### config.mk
export PLATFORM = sky130hd
export DESIGN_NAME = vtl_front
export DESIGN_NICKNAME = d
export VERILOG_FILES = /design/src/rtl/core/vtl_pkg.sv /design/src/rtl/core/vtl_front.sv
export SDC_FILE = /design/constraint.sdc
export NUM_CORES = 1
export LEC_CHECK = 0
export BUFFER_PORTS_ARGS = -buffer_cell sky130_fd_sc_hd__buf_2
export CAP_MARGIN = 20
export CELL_PAD_IN_SITES_DETAIL_PLACEMENT = 0
export CELL_PAD_IN_SITES_GLOBAL_PLACEMENT = 1
export CORE_ASPECT_RATIO = 0.9
export CORE_UTILIZATION = 39
export CTS_CLUSTER_DIAMETER = 50
export DETAILED_ROUTE_END_ITERATION = 10
export GPL_TIMING_DRIVEN = 1
export PLACE_DENSITY_LB_ADDON = 0.1
export SYNTH_ARGS = -nofsm -noshare
export SYNTH_HDL_FRONTEND = slang
export SYNTH_SLANG_ARGS = --single-unit
### constraint.sdc
create_clock -name clk_i -period 19.6 [get_ports clk_i]
set_input_delay 2.94 -clock clk_i [delete_from_list [all_inputs] [get_ports clk_i]]
set_output_delay 2.94 -clock clk_i [all_outputs]
set_load 0.02 [all_outputs]
### src/rtl/core/vtl_pkg.sv
// vtl_pkg: shared types and constants for the text line generator
// holds command and job codes, the register set and the queued job format
// no dependencies
`timescale 1ns / 1ps
`default_nettype none

package vtl_pkg;

  // default geometry
  localparam int unsigned COLUMNS_DEF     = 20;
  localparam int unsigned ROWS_DEF        = 20;
  localparam int unsigned GLYPH_LINES_DEF = 24;
  localparam int unsigned FONT_CHARS_DEF  = 256;

  // field widths
  localparam int unsigned LINE_W  = 10;
  localparam int unsigned COUNT_W = 5;
  localparam int unsigned ADDR_W  = 12;
  localparam int unsigned DATA_W  = 8;
  localparam int unsigned BASE_W  = 10;
  localparam int unsigned HALF_W  = 4;
  localparam int unsigned PIX_W   = 8;

  // register reset values
  localparam logic [LINE_W-1:0] TOTAL_LINES_RST   = 10'd525;
  localparam logic [LINE_W-1:0] VSYNC_FIRST_RST   = 10'd10;
  localparam logic [LINE_W-1:0] VSYNC_LAST_RST    = 10'd11;
  localparam logic [LINE_W-1:0] VISIBLE_FIRST_RST = 10'd45;

  // queue and result buffer depths
  localparam int unsigned QUEUE_DEPTH = 4;
  localparam int unsigned OUT_DEPTH   = 4;

  typedef enum logic [1:0] {
    CMD_TICK    = 2'd0,
    CMD_WR_CHAR = 2'd1,
    CMD_WR_FONT = 2'd2,
    CMD_UNUSED  = 2'd3
  } cmd_e;

  typedef enum logic [1:0] {
    JOB_TICK    = 2'd0,
    JOB_WR_CHAR = 2'd1,
    JOB_WR_FONT = 2'd2
  } job_kind_e;

  typedef enum logic [1:0] {
    REG_TOTAL_LINES   = 2'd0,
    REG_VSYNC_FIRST   = 2'd1,
    REG_VSYNC_LAST    = 2'd2,
    REG_VISIBLE_FIRST = 2'd3
  } reg_idx_e;

  typedef struct packed {
    logic [LINE_W-1:0] total_lines;
    logic [LINE_W-1:0] vsync_first;
    logic [LINE_W-1:0] vsync_last;
    logic [LINE_W-1:0] visible_first;
  } cfg_t;

  typedef struct packed {
    job_kind_e         kind;
    logic              vsync;
    logic              visible;
    logic              row_ok;
    logic [BASE_W-1:0] char_base;
    logic [HALF_W-1:0] glyph_half;
    logic [ADDR_W-1:0] address;
    logic [DATA_W-1:0] data;
  } job_t;

  typedef struct packed {
    logic               vsync;
    logic               visible;
    logic [COUNT_W-1:0] column;
    logic [PIX_W-1:0]   pixels;
    logic               last;
  } res_t;

endpackage

`default_nettype wire

### src/rtl/core/vtl_front.sv
// vtl_front: accepts items, steps the line, row and glyph counters on ticks
// and turns each tick and each in-range store write into a job for the back end; uses vtl_pkg
`timescale 1ns / 1ps
`default_nettype none

module vtl_front import vtl_pkg::*; #(
  parameter int unsigned COLUMNS     = COLUMNS_DEF,
  parameter int unsigned ROWS        = ROWS_DEF,
  parameter int unsigned GLYPH_LINES = GLYPH_LINES_DEF,
  parameter int unsigned FONT_CHARS  = FONT_CHARS_DEF
) (
  input  wire logic              clk_i,
  input  wire logic              rst_ni,
  input  wire cfg_t              cfg_i,
  input  wire logic              s_valid_i,
  input  wire logic [1:0]        s_cmd_i,
  input  wire logic [ADDR_W-1:0] s_addr_i,
  input  wire logic [DATA_W-1:0] s_data_i,
  output logic                   s_ready_o,
  input  wire logic              blocked_i,
  input  wire logic              q_full_i,
  output logic                   q_push_o,
  output job_t                   q_job_o
);

  localparam int unsigned CHAR_DEPTH = ROWS * COLUMNS;
  localparam int unsigned FONT_DEPTH = FONT_CHARS * (GLYPH_LINES / 2);

  logic [LINE_W-1:0]  line_q, line_d;
  logic [COUNT_W-1:0] row_q, row_d;
  logic [COUNT_W-1:0] gl_q, gl_d;

  logic               accept;
  cmd_e               cmd;
  logic [LINE_W-1:0]  line_inc;
  logic               wrap;
  logic [COUNT_W-1:0] row_base, gl_base, gl_inc;
  logic               gl_wrap;
  logic               vs, vis;

  assign s_ready_o = !q_full_i && !blocked_i;
  assign accept    = s_valid_i && s_ready_o;
  assign cmd       = cmd_e'(s_cmd_i);

  always_comb begin
    line_inc = line_q + 1'b1;
    wrap     = (line_inc == cfg_i.total_lines);
    line_d   = wrap ? '0 : line_inc;
    row_base = wrap ? '0 : row_q;
    gl_base  = wrap ? '0 : gl_q;
    vs       = (line_d >= cfg_i.vsync_first) && (line_d <= cfg_i.vsync_last);
    vis      = (line_d >= cfg_i.visible_first);
    gl_inc   = gl_base + 1'b1;
    gl_wrap  = (gl_inc == COUNT_W'(GLYPH_LINES));
    gl_d     = vis ? (gl_wrap ? '0 : gl_inc) : gl_base;
    row_d    = (vis && gl_wrap) ? row_base + 1'b1 : row_base;
  end

  always_comb begin
    q_job_o.kind       = JOB_TICK;
    q_job_o.vsync      = vs;
    q_job_o.visible    = vis;
    q_job_o.row_ok     = (row_d < COUNT_W'(ROWS));
    q_job_o.char_base  = BASE_W'(row_d) * BASE_W'(COLUMNS);
    q_job_o.glyph_half = gl_d[COUNT_W-1:1];
    q_job_o.address    = s_addr_i;
    q_job_o.data       = s_data_i;
    q_push_o           = 1'b0;
    unique case (cmd)
      CMD_TICK: begin
        q_push_o = accept;
      end
      CMD_WR_CHAR: begin
        q_job_o.kind = JOB_WR_CHAR;
        q_push_o     = accept && (s_addr_i < ADDR_W'(CHAR_DEPTH));
      end
      CMD_WR_FONT: begin
        q_job_o.kind = JOB_WR_FONT;
        q_push_o     = accept && (s_addr_i < ADDR_W'(FONT_DEPTH));
      end
      CMD_UNUSED: begin
        q_push_o = 1'b0;
      end
    endcase
  end

  always_ff @(posedge clk_i or negedge rst_ni) begin
    if (!rst_ni) begin
      line_q <= '0;
      row_q  <= '0;
      gl_q   <= '0;
    end else if (accept && cmd == CMD_TICK) begin
      line_q <= line_d;
      row_q  <= row_d;
      gl_q   <= gl_d;
    end
  end

endmodule

`default_nettype wire

==> results of run 1 <==
==> Yosys cell counts (all sizes together), types with 9 or more instances <==
library cell	instances	area share [%]
o31ai	9	2.2
dfrtp	20	16
xnor2	18	5.1
nor2	28	3.4
nand3	15	2.6
and2	9	1.9
nand2	38	4.6
nand2b	10	2.0
buf	37	9.0
clkbuf	10	1.2
inv	42	5.1
a21oi	22	3.6
o21ai	12	2.0
ha	39	16
==> sequential cells by signal, summed over array words and instances (netlist names) <==
register  flops
row_q         5
line_q       10
gl_q          5
==> per-layer routing <==
layer	global-route usage (%)	wire length [µm]	vias to the layer above
met3	2.63	341	10
met2	30.8	3190	73
met1	27.9	3750	1277
met5	0	0	-
li1	-	-	1442
met4	2.58	57	0
==> stage by stage <==
step,cell area (µm²),utilization (%),power [mW]
floorplan,3080,-,0.118
global placement,3290,43.4,0.136
detailed placement,3300,43.5,0.136
CTS,3370,44.5,0.181
global route,3370,44.5,0.194
finish,3370,44.5,0.179
==> critical path, delay by kind of cell <==
family	cells	cell delay (ns)
adder cells (fa/ha/maj)	4	1.05
AND/OR/NAND/NOR	7	1.33
AO/OA/AOI/OAI	9	2.04
buffers and inverters	5	0.71
==> where the power goes <==
part           switching [mW]  internal (mW)  total (mW)
combinational          0.0446         0.0367      0.0813
clock                  0.0160         0.0273      0.0433
sequential            0.00852         0.0455      0.0541
==> worst paths after layout <==
kind,startpoint,end,slack (ns)
max,cfg_i[32],q_job_o[33],8.59
min,row_q[1],row_q[1],0.55
max reg2reg,line_q[0],row_q[1],14.62
min reg2reg,row_q[1],row_q[1],0.55
max in group asynchronous,rst_ni,gl_q[1],16.65
min in group asynchronous,rst_ni,line_q[7],2.62
==> cell type report <==
type                            count  area, µm²
Clock inverter                      1       30.0
Sequential cell                    20        500
Timing Repair Buffer               83        420
Clock buffer                        3       41.3
Fill cell                         777       4210
Multi-Input combinational cell    291       2100
Inverter                           42        158
Tap cell                           96        120
==> cell families (layout without fill, tap and decap cells) <==
group,after synthesis,after routing,synth area share (%)
AOI/OAI and AO/OA,85,85,19.7
xor gates and xnor gates,25,25,7.13
adders and majority gates,42,42,17.2
buffers and inverters,89,129,15.4
DFF,20,20,16.3
muxes,6,6,2.28
other,1,2,0.122
and+or+nand+nor,131,131,21.9
==> impl_results.md, run 1 <==
- WS Path Type: in -> out
- Final Critical Period: ~11 ns
- CTS tree: yes
- Clock Latency Late Sink: ~0.26 ns
- Rel. slew slack: 37.8%
- DP Worst Slack: 8.60 ns
- Clk buf depth: 2
- First-pass GRT wire length: between 10000 and 15000 µm
- Worst r2r path cells: 17
- Most used cell, CP: a21oi_1
- Vias: approximately 2800
- Cell count after synthesis: between 300 and 400
- Post-route ant nets: 0
- Most frequent cells in the layout: buf_2, inv_1, ha_1
- Ys async rst share: 100%
- Reg clk slew, reported paths: 0.08 ns
- DP Wirelength: 5850 µm
- Prevailing post-synth register cell: dfrtp_1
- WHS Path Cells: 1
- Slowest cell on crit path: a2111oi_2
- Worst setup SP type: primary input
- Most common cell after layout, fill and taps aside: buf_2
- Clock sink total: 20
- Clock skew: roughly 0.0022 ns
- Die height: between 80 and 90 µm
- Initial Util: between 40% and 50%
- GP Congestion: between 0.8 and 0.9
- Final WS setup: 8.59 ns
- Final hold viol count: 0
- CORE AREA: approximately 7600 µm²
- Max frequency: 0.0908 GHz
- Synth unique cells: a little over 60
- Nets: between 500 and 600
- Initial antenna violation count: 0
- Mean Syn Cell Area: around 7.7 µm²
- Share of post-route cells with drive strength above 1: around 23%
- Hold slack: 0.547 ns
- CP Data Required Time: about 17 ns
- Worst-margin pin slew: 0.931 ns
- Area growth syn-to-layout: 9.78%
- Die span in x: between 90 and 100 µm
- Syn Std Cell Area: just over 3000 µm²
- Drt first pass iters: 4
- DR DRC count: 0
- Setup Buffers After CTS: 0
- Routed wire per std cell: 13.7 µm
- Slowest stage delay, CP: 0.48 ns
- Worst hold-check path type: reg -> reg
- Leakage power: between 1.5 and 2 nW
- CTS Buf Count: 3
- PD cells: 53.0 nW/µm²
- Detailed-route wire length: between 7000 and 8000 µm
- # resized after CTS: 0
- FF+latch count, synth: 20
- RSZ-0062 raised after global routing: no
- I/O pin cnt: between 100 and 150
- Die Area: between 8000 and 9000 µm²
- Cell Rows: 30
- Setup TNS: 0 ns
- Number of synthesized flops with an enable pin: 0
- Starting DRT DRC Count: approximately 70
- Maxcap violations: 0
- Root buffer selected by CTS: clkbuf_8
- VDD IR max: ~31 µV
- Largest net degree at the start of global routing: 29
- Hold buffers post-CTS: 0
- Ratio of final minimum period to clock period: a little under three fifths
- Final Slew Violations: 0
- H-tree lvl count: 1
- Status: finished clean
- CP Max Fanout: 28
- Synth warn: 0
- Worst setup EP type: output port
- Via density: 5.23
- Placed cells: around 530
- GRT Resource Usage Total: between 10% and 20%
- Port-buffer cells: 81
- Critical Path AT: just over 8 ns
- Diodes inserted: 0
- Final setup violation count: 0
- Seq/Total Area, Yosys: ~16%
- Number of global-route vias before repair: about 2700
- Final non-filler cell total: 536
- GRT overflow: 0
Note: power is estimated with default switching activity, not from simulation.
==> inputs of run 2 (changes only) <==
--- a/config.mk
+++ b/config.mk
@@ -10,7 +10,7 @@
 export CELL_PAD_IN_SITES_DETAIL_PLACEMENT = 0
 export CELL_PAD_IN_SITES_GLOBAL_PLACEMENT = 1
 export CORE_ASPECT_RATIO = 0.9
-export CORE_UTILIZATION = 39
+export CORE_UTILIZATION = 36
 export CTS_CLUSTER_DIAMETER = 50
 export DETAILED_ROUTE_END_ITERATION = 10
 export GPL_TIMING_DRIVEN = 1
==> constraint.sdc (replaced) <==
create_clock -name clk_i -period 10.5 [get_ports clk_i]
set_input_delay 1.575 -clock clk_i [delete_from_list [all_inputs] [get_ports clk_i]]
set_output_delay 1.575 -clock clk_i [all_outputs]
set_load 0.02 [all_outputs]
==> impl_results.md, run 2 (synthesis gave the netlist of run 1 again) <==
- GRT Resource Usage Total: between 10% and 20%
- Sequential power share: around 32%
- Post-route cell area: 3360 µm²
- Hold buffers post-CTS: 0
- Detailed-route wire length: 7740 µm
- Max reg flops: 10
- Die Area: between 8000 and 9000 µm²
- Clock power share: 19.0%
- Largest net degree at the start of global routing: 25
- Die height: ~90 µm
- Setup Buffers After CTS: 0
- CTS Buf Count: 3
- CORE AREA: roughly 8000 µm²
- H-tree lvl count: 1
- Routed wire per std cell: approximately 14 µm
- Maxcap violations: 0
- Status: finished clean
- Most frequent cells in the layout: buf_2, inv_1, ha_1
- Via density: a little over 5
- VDD IR max: around 46 µV
- Worst Hold End: row_q[1]
- Post-route ant nets: 0
- # fillers: roughly 860
- CP Data Required Time: slightly below 9 ns
- Reg clk slew, reported paths: about 0.08 ns
- Clock sink total: 20
- Number of global-route vias before repair: between 2000 and 3000
- Initial antenna violation count: 0
- Clock Latency Late Sink: about 0.26 ns
- Initial Util: about 38%
- Port-buffer cells: 81
- Worst-margin pin slew: 0.928 ns
- CTS tree: yes
- GP Congestion: between 0.8 and 0.9
- Worst Path Buf+Inv: 6
- RSZ-0062 raised after global routing: no
- Worst setup SP type: primary input
- Slowest stage delay, CP: 0.49 ns
- Setup TNS: 0 ns
- CP delay by family, top: simple AND/OR/NAND/NOR gates
- Clk buf depth: 2
- Hold Crit Start: row_q[1]
- R2R Setup Slk: between 5 and 6 ns
- PD cells: about 95 nW/µm²
- Vias: about 2800
- Rel. slew slack: 38.0%
- Starting DRT DRC Count: 95
- Die span in x: 99.4 µm
- Critical Path AT: 6.67 ns
- Drt first pass iters: 4
- Internal power: between 150 and 200 µW
- Slowest cell on crit path: a2111oi_2
- Final setup violation count: 0
- Worst setup EP type: output port
- FF-to-FF Start: line_q[0]
- Cell Rows: 31
- I/O pin cnt: 108
- Share of post-route cells with drive strength above 1: a little under a quarter
- Final core occ: between 40 and 50%
- Area growth syn-to-layout: 9.37%
- Sw Ratio: between 40% and 50%
- Final hold viol count: 0
- WS Path Type: in -> out
- Ratio of final minimum period to clock period: 78.5%
- Leakage power: 1.77 nW
- Placed Area: around 3300 µm²
- DP Wirelength: between 6000 and 7000 µm
- Most common cell after layout, fill and taps aside: buf_2
- Final Critical Period: 8.25 ns
- Final Power: 318 µW
- Psw: 131 µW
- Most flop-heavy register: line_q
- First-pass GRT wire length: roughly 13000 µm
- Largest regs: line_q: 10 flops, gl_q: 5 flops, row_q: 5 flops
- Root buffer selected by CTS: clkbuf_8
- # resized after CTS: 0
- Final Slew Violations: 0
- DR DRC count: 0
- GRT overflow: 0
- CP Max Fanout: 23
- Combinational Power Share: a little under 50%
- Clock skew: 0.00335 ns
- Worst reg2reg endpoint: row_q[1]
- Diodes inserted: 0
- Max frequency: roughly 0.12 GHz
- Worst r2r path cells: 17
- Nets: 548
- WHS Path Cells: 1
- Worst hold-check path type: reg -> reg
## run 2: cell types whose count changed in the layout (fill, tap and decap cells not counted), sizes merged
cell    previous run  this run
bufinv             1         0
clkbuf             3         4
## run 2: per-layer routing
layer | GRT usage (%) | wire (µm)
met5 | 0 | 0
met4 | 3.21 | 40
met3 | 2.48 | 358
met2 | 29.5 | 3380
met1 | 25.3 | 3960
## run 2: area by class of cell
| type | count | area [µm²] | area share, % |
|---|---|---|---|
| Multi-Input combinational cell | 291 | 2100 | 62.6 |
| Tap cell | 99 | 124 | 3.69 |
| Clock buffer | 4 | 55.1 | 1.64 |
| Inverter | 42 | 158 | 4.69 |
| Timing Repair Buffer | 83 | 420 | 12.5 |
| Sequential cell | 20 | 500 | 14.9 |
## run 2: worst max path at each step
stage | slack [ns] | start | depth (start not counted) | end
floorplan | 2.57 | cfg_i[32] | 22 | q_job_o[31]
global placement | 2.41 | cfg_i[32] | 24 | q_job_o[33]
detailed placement | 2.30 | cfg_i[32] | 25 | q_job_o[33]
CTS | 2.29 | cfg_i[32] | 25 | q_job_o[33]
global route | 1.86 | cfg_i[32] | 25 | q_job_o[33]
finish | 2.25 | cfg_i[32] | 25 | q_job_o[33]
## run 2: worst reg2reg max path: stages (launching register included)
cell,delay (ns)
dfrtp_1,0.51
ha_1,0.42
nand3_1,0.20
maj3_1,0.38
a2bb2oi_1,0.26
a2111oi_4,0.07
and3_1,0.30
nor2_1,0.31
ha_1,0.31
a21o_1,0.16
a21o_1,0.16
a221o_1,0.34
a21oi_1,0.28
a211oi_1,0.13
buf_4,0.19
nand2_1,0.13
mux2_2,0.38
mux2_2,0.26
## run 2: power groups by stage
stage,clock network (mW),registers (mW),logic (mW)
2_1_floorplan,0,0.0929,0.128
3_3_place_gp,0,0.103,0.152
3_5_place_dp,0,0.103,0.154
4_1_cts,0.0625,0.102,0.156
5_1_grt,0.0655,0.104,0.174
6_report,0.0604,0.102,0.155
## run 2: through the flow
step	hold WS (ns)	setup WS, ns	cells
3_3_place_gp	0.530	2.41	535
2_1_floorplan	0.487	2.57	400
6_report	0.545	2.25	539
4_1_cts	0.548	2.29	539
3_5_place_dp	0.527	2.30	535
5_1_grt	0.592	1.86	539
