===== config.mk =====
export PLATFORM = sky130hd
export DESIGN_NAME = vtl_queue
export DESIGN_NICKNAME = d
export VERILOG_FILES = /design/src/rtl/core/vtl_pkg.sv /design/src/rtl/core/vtl_queue.sv
export SDC_FILE = /design/constraint.sdc
export NUM_CORES = 1
export LEC_CHECK = 0
export BUFFER_PORTS_ARGS = -buffer_cell sky130_fd_sc_hd__buf_4
export CORE_ASPECT_RATIO = 1.5
export CORE_MARGIN = 2
export CORE_UTILIZATION = 55
export CTS_CLUSTER_SIZE = 20
export DETAILED_ROUTE_END_ITERATION = 16
export GPL_TIMING_DRIVEN = 0
export PLACE_DENSITY = 0.77
export SLEW_MARGIN = 25
export SYNTH_ARGS = -nofsm -noshare
export SYNTH_HDL_FRONTEND = slang
export SYNTH_SLANG_ARGS = --single-unit

===== constraint.sdc =====
create_clock -name clk_i -period 3.4 [get_ports clk_i]
set_clock_uncertainty 0.05 [all_clocks]
set_input_delay 0.17 -clock clk_i [delete_from_list [all_inputs] [get_ports clk_i]]
set_output_delay 0.17 -clock clk_i [all_outputs]
set_load 0.05 [all_outputs]

===== src/rtl/core/vtl_pkg.sv =====
// vtl_pkg: shared types and constants for the text line generator
// holds command and job codes, the register set and the queued job format
// no dependencies
`timescale 1ns / 1ps
`default_nettype none

package vtl_pkg;

  // default geometry
  localparam int unsigned COLUMNS_DEF     = 20;
  localparam int unsigned ROWS_DEF        = 20;
  localparam int unsigned GLYPH_LINES_DEF = 24;
  localparam int unsigned FONT_CHARS_DEF  = 256;

  // field widths
  localparam int unsigned LINE_W  = 10;
  localparam int unsigned COUNT_W = 5;
  localparam int unsigned ADDR_W  = 12;
  localparam int unsigned DATA_W  = 8;
  localparam int unsigned BASE_W  = 10;
  localparam int unsigned HALF_W  = 4;
  localparam int unsigned PIX_W   = 8;

  // register reset values
  localparam logic [LINE_W-1:0] TOTAL_LINES_RST   = 10'd525;
  localparam logic [LINE_W-1:0] VSYNC_FIRST_RST   = 10'd10;
  localparam logic [LINE_W-1:0] VSYNC_LAST_RST    = 10'd11;
  localparam logic [LINE_W-1:0] VISIBLE_FIRST_RST = 10'd45;

  // queue and result buffer depths
  localparam int unsigned QUEUE_DEPTH = 4;
  localparam int unsigned OUT_DEPTH   = 4;

  typedef enum logic [1:0] {
    CMD_TICK    = 2'd0,
    CMD_WR_CHAR = 2'd1,
    CMD_WR_FONT = 2'd2,
    CMD_UNUSED  = 2'd3
  } cmd_e;

  typedef enum logic [1:0] {
    JOB_TICK    = 2'd0,
    JOB_WR_CHAR = 2'd1,
    JOB_WR_FONT = 2'd2
  } job_kind_e;

  typedef enum logic [1:0] {
    REG_TOTAL_LINES   = 2'd0,
    REG_VSYNC_FIRST   = 2'd1,
    REG_VSYNC_LAST    = 2'd2,
    REG_VISIBLE_FIRST = 2'd3
  } reg_idx_e;

  typedef struct packed {
    logic [LINE_W-1:0] total_lines;
    logic [LINE_W-1:0] vsync_first;
    logic [LINE_W-1:0] vsync_last;
    logic [LINE_W-1:0] visible_first;
  } cfg_t;

  typedef struct packed {
    job_kind_e         kind;
    logic              vsync;
    logic              visible;
    logic              row_ok;
    logic [BASE_W-1:0] char_base;
    logic [HALF_W-1:0] glyph_half;
    logic [ADDR_W-1:0] address;
    logic [DATA_W-1:0] data;
  } job_t;

  typedef struct packed {
    logic               vsync;
    logic               visible;
    logic [COUNT_W-1:0] column;
    logic [PIX_W-1:0]   pixels;
    logic               last;
  } res_t;

endpackage

`default_nettype wire


===== src/rtl/core/vtl_queue.sv =====
// vtl_queue: short job queue between the front and back ends
// uses vtl_pkg for the job format
`timescale 1ns / 1ps
`default_nettype none

module vtl_queue import vtl_pkg::*; #(
  parameter int unsigned DEPTH = QUEUE_DEPTH
) (
  input  wire logic clk_i,
  input  wire logic rst_ni,
  input  wire logic push_i,
  input  wire job_t job_i,
  output logic      full_o,
  input  wire logic pop_i,
  output logic      valid_o,
  output job_t      job_o
);

  localparam int unsigned PW = (DEPTH > 1) ? $clog2(DEPTH) : 1;
  localparam int unsigned CW = $clog2(DEPTH + 1);

  job_t          slots_q [DEPTH];
  logic [PW-1:0] wr_ptr_q, rd_ptr_q;
  logic [CW-1:0] cnt_q;
  logic          do_push, do_pop;

  assign full_o  = (cnt_q == CW'(DEPTH));
  assign valid_o = (cnt_q != '0);
  assign job_o   = slots_q[rd_ptr_q];
  assign do_push = push_i && !full_o;
  assign do_pop  = pop_i && valid_o;

  always_ff @(posedge clk_i) begin
    if (do_push) begin
      slots_q[wr_ptr_q] <= job_i;
    end
  end

  always_ff @(posedge clk_i or negedge rst_ni) begin
    if (!rst_ni) begin
      wr_ptr_q <= '0;
      rd_ptr_q <= '0;
      cnt_q    <= '0;
    end else begin
      if (do_push) begin
        wr_ptr_q <= (wr_ptr_q == PW'(DEPTH - 1)) ? '0 : wr_ptr_q + 1'b1;
      end
      if (do_pop) begin
        rd_ptr_q <= (rd_ptr_q == PW'(DEPTH - 1)) ? '0 : rd_ptr_q + 1'b1;
      end
      if (do_push && !do_pop) begin
        cnt_q <= cnt_q + 1'b1;
      end else if (do_pop && !do_push) begin
        cnt_q <= cnt_q - 1'b1;
      end
    end
  end

endmodule

`default_nettype wire


==> impl_metrics.tcl, run 1 <==
set metrics [dict create \
    cp_data_required_time_ps 3690 \
    die_y_um 133 \
    max-cap-violations 0 \
    grt_pass1_vias 3178 \
    worstReg2RegEnd "cnt_q[2]$_DFFE_PN0P_" \
    final_area_um2 7990 \
    report.final.setup_viol 0 \
    tritoncts "built" \
    hold_violations 0 \
    drive_gt1_frac 0.422 \
    hold_slack_ps 44.6 \
    grt_max_degree 40 \
    drtAntennaViolNets 0 \
    drtIter0Drc 151 \
    cts_sinks 163 \
    yosysUniqueCellTypes 21 \
    syn2layout_area_growth_pct 30.2 \
    post-route-period-util 0.636 \
    cts_setup_buffers 0 \
    numCtsBuffers 17 \
    wl_per_cell_um 19.4 \
    start_util 0.561 \
    tns_ps 0 \
    rrSetupSlack_ps 1240 \
    htree_levels 4 \
    rsz0062_at_grt "no" \
    max-slew-margin-rel 0.592 \
    leakage_nw 2.83 \
    ys_ff_latch 163 \
    synth_nets 291 \
    path_max_fanout 4 \
    io_buffers 83 \
    cts_resized 0 \
    rr_startpoint "cnt_q[0]$_DFFE_PN0P_" \
    clockRootBuffer "clkbuf_16" \
    worst_setup_path_end_kind "flip-flop" \
    drtPass1Iterations 4 \
    slew_viol_final 0 \
    grt_pass1_wl_um 16900 \
    antenna_found_initial 0 \
    path_class "reg2reg" \
    dieArea_um2 12000 \
    synthCells 241 \
    netlist_area_um2 6140 \
    track_usage 0.192 \
    core_area_um2 10900 \
    dp.final_hpwl_um 6290 \
    rows 47 \
    ctsHoldBuffers 40 \
    clk_pin_slew_worst_paths_ps 60 \
    fin_crit_ps 2160 \
    powerDensity_nw_per_um2 984 \
    grt_overflow 0 \
    worst_setup_path_start_kind "flip-flop" \
    clkLatencyLatePin_ps 410 \
    worstPathArrival_ps 2450 \
    wl_um 10600 \
    drc 0 \
    io-pin-count 84 \
    final_cells 545 \
    antenna_cells 0 \
    tightest_slew_ps 612 \
    finalNetCount 435 \
    dieWidth_um 90.3 \
    ir_drop_mv 0.724 \
    vias_per_cell 5.23 \
    fmax_mhz 463 \
    hp-class "in2async" \
    dpl-instance-area_um2 7010 \
    numPlacedInstances 473 \
    routabilityCongestion 0.679 \
    yosysWarnings 0 \
    status "complete, no violations" \
    cts_buffer_depth 2 \
    yosysSeqAreaShare 0.792 \
    r2r_cells 8 \
    vias 2848 \
    syn_avg_cell_area_um2 25.5 \
]
-- metal layers --
metal	wire [µm]	GRT usage
met2	5790	0.327
met3	331	0.0481
met4	244	0.0957
met5	0	0
met1	4190	0.230
-- flip-flops by register name, indices dropped and copies added, names as in the netlist --
register  cells
slots_q     156
wr_ptr_q      2
rd_ptr_q      2
cnt_q         3
-- worst max path at each step --
| stage | startpoint | endpoint | slack, ps | cells after the start |
|---|---|---|---|---|
| after floorplan | cnt_q[2]$_DFFE_PN0P_ | slots_q[3][0]$_DFFE_PP_ | 620 | 2 |
| after global routing | cnt_q[0]$_DFFE_PN0P_ | cnt_q[2]$_DFFE_PN0P_ | 1080 | 8 |
| after global placement | wr_ptr_q[0]$_DFFE_PN0P_ | slots_q[3][27]$_DFFE_PP_ | -600 | 3 |
| final | cnt_q[0]$_DFFE_PN0P_ | cnt_q[2]$_DFFE_PN0P_ | 1240 | 8 |
| after detailed placement | cnt_q[0]$_DFFE_PN0P_ | cnt_q[2]$_DFFE_PN0P_ | 1220 | 8 |
| after CTS | cnt_q[0]$_DFFE_PN0P_ | cnt_q[2]$_DFFE_PN0P_ | 1210 | 8 |
-- metrics by stage --
| stage | setup WS [ps] | util | total power, W |
|---|---|---|---|
| 4_1_cts | 1210 | 0.730 | 0.00796 |
| 6_report | 1240 | 0.730 | 0.00786 |
| 3_3_place_gp | -599 | 0.635 | 0.00597 |
| 3_5_place_dp | 1220 | 0.641 | 0.00607 |
| 2_1_floorplan | 622 | - | 0.00516 |
| 5_1_grt | 1080 | 0.730 | 0.00818 |
-- Yosys cell counts --
| master | number | area share |
|---|---|---|
| nor3b_4 | 1 | 0.0031 |
| or3_4 | 1 | 0.0018 |
| mux4_1 | 1 | 0.0043 |
| xnor2_1 | 1 | 0.0014 |
| nand2_1 | 1 | 0.00061 |
| edfxtp_1 | 156 | 0.76 |
| ha_1 | 6 | 0.012 |
| buf_6 | 1 | 0.0018 |
| inv_1 | 3 | 0.0018 |
| dfrtp_1 | 7 | 0.029 |
| and2_1 | 3 | 0.0031 |
| buf_12 | 4 | 0.013 |
| nor2_1 | 4 | 0.0024 |
| mux2_4 | 2 | 0.0049 |
| mux2_2 | 3 | 0.0055 |
| nor2b_2 | 1 | 0.0014 |
| mux4_2 | 38 | 0.14 |
| buf_2 | 4 | 0.0033 |
| nand2_4 | 1 | 0.0018 |
| xor2_1 | 2 | 0.0029 |
| fa_1 | 1 | 0.0033 |
-- final cells by class --
type	count	area [µm²]
plain buffers	9	111
clock buffers	18	429
clock inverters	14	144
fillers	682	2950
inverters	3	11.3
multi-input cells	66	1170
flip-flops and latches	163	4860
well taps	147	184
repair buffers	125	1080
-- report_power, final --
group          switching [W]  total (W)  internal (W)
clock network       0.000700    0.00183       0.00113
logic                0.00201    0.00324       0.00123
registers           0.000127    0.00279       0.00266
-- cells in the final DEF, fill, tap and decap left out, drive strengths merged --
cell,n
xor2,2
clkinv,9
bufinv,3
fa,1
nand2,2
clkinvlp,2
dlygate4sd3,40
clkbuf,18
dfrtp,7
nor3b,1
nor2,4
mux4,39
nor2b,1
edfxtp,156
inv,3
buf,94
ha,6
mux2,5
or3,1
xnor2,1
and2,3
-- critical path: stages, from the launching register on --
cell and delay, ps:
dfrtp_1 460, or3_4 440, nand2_4 110, ha_1 180
inv_1 60, fa_1 370, xor2_1 170, nor2_1 110
xor2_1 140
-- cells by family (layout without fill, tap and decap cells) --
logic type,after synthesis,count (layout),synth area share
fa+ha+maj,7,7,0.0155
flops,163,163,0.792
simple gates,12,12,0.0143
mux,44,44,0.154
xor+xnor,3,3,0.00428
buf+inv,12,169,0.0200
Note: power is estimated with default switching activity, not from simulation.
==> run 2: changes to the inputs <==
- clock period: 3.4 -> 2 ns (I/O delays scaled with it)
==> run 2 against run 1 <==
Compared with the run above:
- count of clock-buffer cells in the layout up 1
- cell area up 2.5%
- sequential share of layout area down 1.4 points
- clock power up 75%
- critical path type unchanged
- largest cell class unchanged
- highest routed layer unchanged
==> impl_metrics.tcl, run 2 (synthesis results as in run 1) <==
set metrics [dict create \
    worst_setup_path_end_kind "flip-flop" \
    grt_pass1_wl_um 16100 \
    grt-busiest-layer "met2" \
    drtIter0Drc 179 \
    start_util 0.561 \
    rr_startpoint "cnt_q[1]$_DFFE_PN0P_" \
    path_cells "or3_4 > nand2_4 > ha_4 > inv_2 > fa_2 > xor2_1 > nor2_1 > xor2_1" \
    tightest_slew_ps 722 \
    dp_slack_ps -87.9 \
    min_from "pop_i" \
    gr-usage-met2 0.313 \
    clk_pin_slew_worst_paths_ps 60 \
    slew_viol_final 0 \
    switching_share 0.357 \
    antenna_found_initial 0 \
    leakage_nw 2.91 \
    dieWidth_um 90.3 \
    grtUsageMet1 0.218 \
    drive_gt1_frac 0.458 \
    antenna_cells 0 \
    pwr-share-seq 0.343 \
    syn2layout_area_growth_pct 33.4 \
    worstPathArrival_ps 2270 \
    final_cell_mix "edfxtp_1, buf_4, dlygate4sd3_1, mux4_2, buf_6" \
    cpLargestDelayFamily "simple AND/OR/NAND/NOR gates" \
    tritoncts "built" \
    drc 0 \
    power_switching_w 0.00494 \
    dpl-instance-area_um2 7010 \
    dieArea_um2 12000 \
    regMostFlops "slots_q" \
    cp_num_buf_inv 1 \
    p_comb_frac 0.426 \
    io-pin-count 84 \
    drtPass1Iterations 4 \
    track_usage 0.181 \
    vias 2863 \
    io_buffers 83 \
    drtAntennaViolNets 0 \
    rsz0062_at_grt "yes" \
    max-slew-margin-rel 0.518 \
    htree_levels 4 \
    finalPower_w 0.0138 \
    report.final.setup_viol 0 \
    rows 47 \
    dp.final_hpwl_um 6010 \
    powerDensity_nw_per_um2 1690 \
    wl_per_cell_um 18.7 \
    max-cap-violations 0 \
    clkLatencyLatePin_ps 410 \
    core_area_um2 10900 \
    clockRootBuffer "clkbuf_16" \
    routabilityCongestion 0.676 \
    worst_setup_path_start_kind "flip-flop" \
    fin_crit_ps 1980 \
    final.setup.worst_slack_ps 19.1 \
    grt_overflow 0 \
    crit_top_cell "xor2_1" \
    final_area_um2 8190 \
    grt_max_degree 40 \
    cts_buffer_depth 2 \
    wl_um 10400 \
    final_common_cell "edfxtp_1" \
    cp_data_required_time_ps 2280 \
    critPathMaxStageDelay_ps 430 \
    fmax_mhz 505 \
    status "complete, no violations" \
    vias_per_cell 5.18 \
    grt_pass1_vias 3133 \
    critPathSlowestCell "dfrtp_2" \
    crit_start "cnt_q[1]$_DFFE_PN0P_" \
    path_max_fanout 3 \
    internal_power_w 0.00889 \
    die_y_um 133 \
    cts_sinks 163 \
    path_class "reg2reg" \
    hold_violations 0 \
    hp-class "in2reg" \
    largest_reg_flops 156 \
    ir_drop_mv 1.02 \
    reg_top3 "slots_q (156), cnt_q (3)" \
    post-route-period-util 0.990 \
    met3_usage 0.0430 \
    fin_util 0.748 \
    pwr-share-clk 0.231 \
    finalNetCount 443 \
    numCtsBuffers 17 \
]
## run 2: changes by cell type in the layout (fill, tap and decap cells not counted), sizes merged
| cell | before | now |
|---|---|---|
| clkinvlp | 2 | 4 |
| dlygate4sd3 | 40 | 41 |
| inv | 3 | 4 |
| buf | 94 | 101 |
| clkbuf | 18 | 19 |
| clkinv | 9 | 5 |
## run 2: worst reg2reg max path, stage by stage, from the launching register on
cell and delay [ps]:
dfrtp_2 430, or3_4 400, nand2_4 90, ha_4 140, inv_2 30, fa_2 320
xor2_1 150, nor2_1 140, xor2_1 160
## run 2: final timing paths
kind,to,slack (ps),cells past startpoint
max in group asynchronous,cnt_q[1]$_DFFE_PN0P_,1040,3
setup reg to reg,cnt_q[2]$_DFFE_PN0P_,20,8
min in group asynchronous,wr_ptr_q[0]$_DFFE_PN0P_,590,3
setup / recovery,cnt_q[2]$_DFFE_PN0P_,20,8
hold / removal,cnt_q[0]$_DFFE_PN0P_,80,4
hold reg to reg,cnt_q[2]$_DFFE_PN0P_,460,1
## run 2: power groups by stage
stage / Combinational [W] / Sequential [W] / Clock [W]
after detailed placement: 0.00550 / 0.00481 / 0
after global routing: 0.00617 / 0.00479 / 0.00339
after floorplan: 0.00406 / 0.00474 / 0
after global placement: 0.00540 / 0.00478 / 0
after CTS: 0.00562 / 0.00475 / 0.00326
final: 0.00589 / 0.00474 / 0.00320
## run 2: stage by stage
| step | hold slack (ps) | setup TNS (ps) | instances |
|---|---|---|---|
| final | 76.8 | 0 | 553 |
| after global placement | -130 | -52380 | 471 |
| after global routing | 88.9 | -103 | 553 |
| after floorplan | -246 | -5400 | 241 |
| after CTS | 49.2 | 0 | 548 |
| after detailed placement | -130 | -87.9 | 472 |
## run 2: final cells by class
type                            instances  area (µm²)
Sequential cell                       163        4860
Fill cell                             657        2750
Timing Repair Buffer                  133        1230
Multi-Input combinational cell         66        1190
Clock buffer                           19         433
Tap cell                              147         184
Clock inverter                         13         160
Buffer                                  9         111
Inverter                                3        11.3
## run 2: layer usage
layer,up-vias,share of wire
li1,1321,-
met1,1470,0.41
met2,61,0.54
met3,11,0.028
met4,0,0.016
met5,-,0
## run 2: timing repair
action                                  in CTS  in global routing
setup buffers                                3                  5
endpoints found under the setup margin       3                 35
endpoints found under the hold margin      163                  0
pin swaps                                    6                  4
gates resized for setup                      2                 28
hold buffers                                41                  0
==> run 3: changes to the inputs <==
- CORE_UTILIZATION: 55 -> 40
- PLACE_DENSITY: 0.77 -> default
==> run 3 against run 2 <==
Compared with the run above:
- non-clock buffer count grew 9
- highest routed layer unchanged
- sequential share of layout area is 2.0 points lower
- critical path depth fell by 4
- die area grew 36%
- combinational power grew 9.7%
- clock power barely moved
- count of clock-buffer cells in the layout unchanged
- worst setup slack got worse by 17 ps
- largest cell class unchanged
- total power grew 3.9%
==> impl_metrics.tcl, run 3 (synthesis results as in run 1) <==
set metrics [dict create \
    status "complete, no violations" \
    drtAntennaViolNets 0 \
    final_cells 614 \
    drive_gt1_frac 0.480 \
    worst_setup_path_end_kind "primary output" \
    die_y_um 156 \
    clockRootBuffer "clkbuf_16" \
    rsz0062_at_grt "yes" \
    fin_crit_ps 2000 \
    slew_viol_final 0 \
    clkLatencyLatePin_ps 420 \
    drc 0 \
    core_area_um2 15100 \
    tightest_slew_ps 644 \
    wl_um 11300 \
    vias_per_cell 4.84 \
    drtPass1Iterations 4 \
    final_common_cell "edfxtp_1" \
    numCtsBuffers 17 \
    drtIter0Drc 122 \
    grt_pass1_wl_um 16900 \
    ir_drop_mv 0.888 \
    worstPathArrival_ps 1850 \
    critPathSlowestCell "mux4_2" \
    syn2layout_area_growth_pct 37.9 \
    largest_reg_flops 156 \
    powerDensity_nw_per_um2 1700 \
    grt_pass1_vias 3114 \
    antenna_cells 0 \
    seq_area_um2 4860 \
    fmax_mhz 500 \
    fillers 1156 \
    htree_levels 4 \
    rows 55 \
    leakage_nw 3.01 \
    path_max_fanout 5 \
    wl_met3_um 329 \
    dieArea_um2 16400 \
    path_cells "buf_12 > clkbuf_16 > mux4_2 > buf_6" \
    rrSetupSlack_ps 30 \
    max-cap-violations 0 \
    max-slew-margin-rel 0.571 \
    path_class "reg2out" \
    grt_overflow 0 \
    hp-class "in2reg" \
    route.met2.wl_um 6180 \
    post-route-period-util 0.999 \
    report.final.setup_viol 0 \
    finalPower_w 0.0144 \
    reg_top3 "slots_q (156), cnt_q (3)" \
    cts_buffer_depth 2 \
    wl_per_cell_um 18.4 \
    drt-met1-wl_um 4610 \
    track_usage 0.143 \
    start_util 0.407 \
    vias 2973 \
    regMostFlops "slots_q" \
    highest_layer "met4" \
    routabilityCongestion 0.669 \
    multi_input_area_um2 1190 \
    numPlacedInstances 525 \
    dp.final_hpwl_um 6380 \
    antenna_found_initial 0 \
    final_cell_mix "edfxtp_1, buf_4, dlygate4sd3_1, mux4_2, buf_6" \
    clk_pin_slew_worst_paths_ps 60 \
    dieWidth_um 105 \
    worst_setup_path_start_kind "flip-flop" \
    io-pin-count 84 \
    cts_sinks 163 \
    critPathMaxStageDelay_ps 520 \
    grt_max_degree 40 \
    tns_ps 0 \
    tritoncts "built" \
    io_buffers 83 \
    finalNetCount 452 \
    cp_data_required_time_ps 1850 \
    hold_violations 0 \
]
==> run 3: final timing paths <==
path                                    startpoint                       to  cells after the start
max                        rd_ptr_q[0]$_DFFE_PN0P_                job_o[35]                      4
min                                          pop_i     cnt_q[0]$_DFFE_PN0P_                      4
max reg2reg                   cnt_q[1]$_DFFE_PN0P_     cnt_q[2]$_DFFE_PN0P_                      8
min reg2reg                   cnt_q[2]$_DFFE_PN0P_     cnt_q[2]$_DFFE_PN0P_                      2
max in group asynchronous                   rst_ni  rd_ptr_q[0]$_DFFE_PN0P_                      3
min in group asynchronous                   rst_ni     cnt_q[2]$_DFFE_PN0P_                      3
==> run 3: report_power, final <==
part	total [W]	internal, W	leakage (nW)	switching [W]
registers	0.00474	0.00453	1.51	0.000212
clock network	0.00317	0.00179	0.285	0.00137
logic	0.00646	0.00280	1.22	0.00367
total	0.0144	0.00912	3.01	0.00525
==> run 3: through the flow <==
step | worst slack, ps | utilization | hold slack [ps] | instance area [µm²]
2_1_floorplan | -245 | - | -246 | 6170
3_3_place_gp | -984 | 0.467 | -132 | 7040
3_5_place_dp | -72.6 | 0.471 | -131 | 7100
4_1_cts | -6.85 | 0.546 | 42.7 | 8220
5_1_grt | -65.9 | 0.562 | 71.0 | 8470
6_report | 1.69 | 0.562 | 61.6 | 8470
==> run 3: layer usage <==
layer | vias up | track usage
met3 | 15 | 0.0401
met2 | 59 | 0.246
met4 | 0 | 0.0660
met5 | - | 0
met1 | 1557 | 0.167
li1 | 1342 | -
==> run 3: what timing repair did <==
item | 4_1_cts | 5_1_grt
pin swaps | 6 | 6
resized for setup | 26 | 18
endpoints found under the setup margin | 31 | 41
hold buffers | 41 | 0
endpoints found under the hold margin | 163 | 0
setup buffers | 5 | 6
gates cloned | 0 | 5
==> run 3: final cells by class <==
class / count / share of cell area
Multi-Input combinational cell: 66 / 0.141
Clock inverter: 13 / 0.0167
Tap cell: 199 / 0.0294
Timing Repair Buffer: 142 / 0.171
Sequential cell: 163 / 0.574
Buffer: 9 / 0.0142
Clock buffer: 19 / 0.0523
Inverter: 3 / 0.00133
==> run 3: worst max-delay path, delay by kind of cell (launching register included) <==
kind                   cells  cell delay, ps
buffers and inverters      3             480
flip-flops                 1             420
multiplexers               1             520
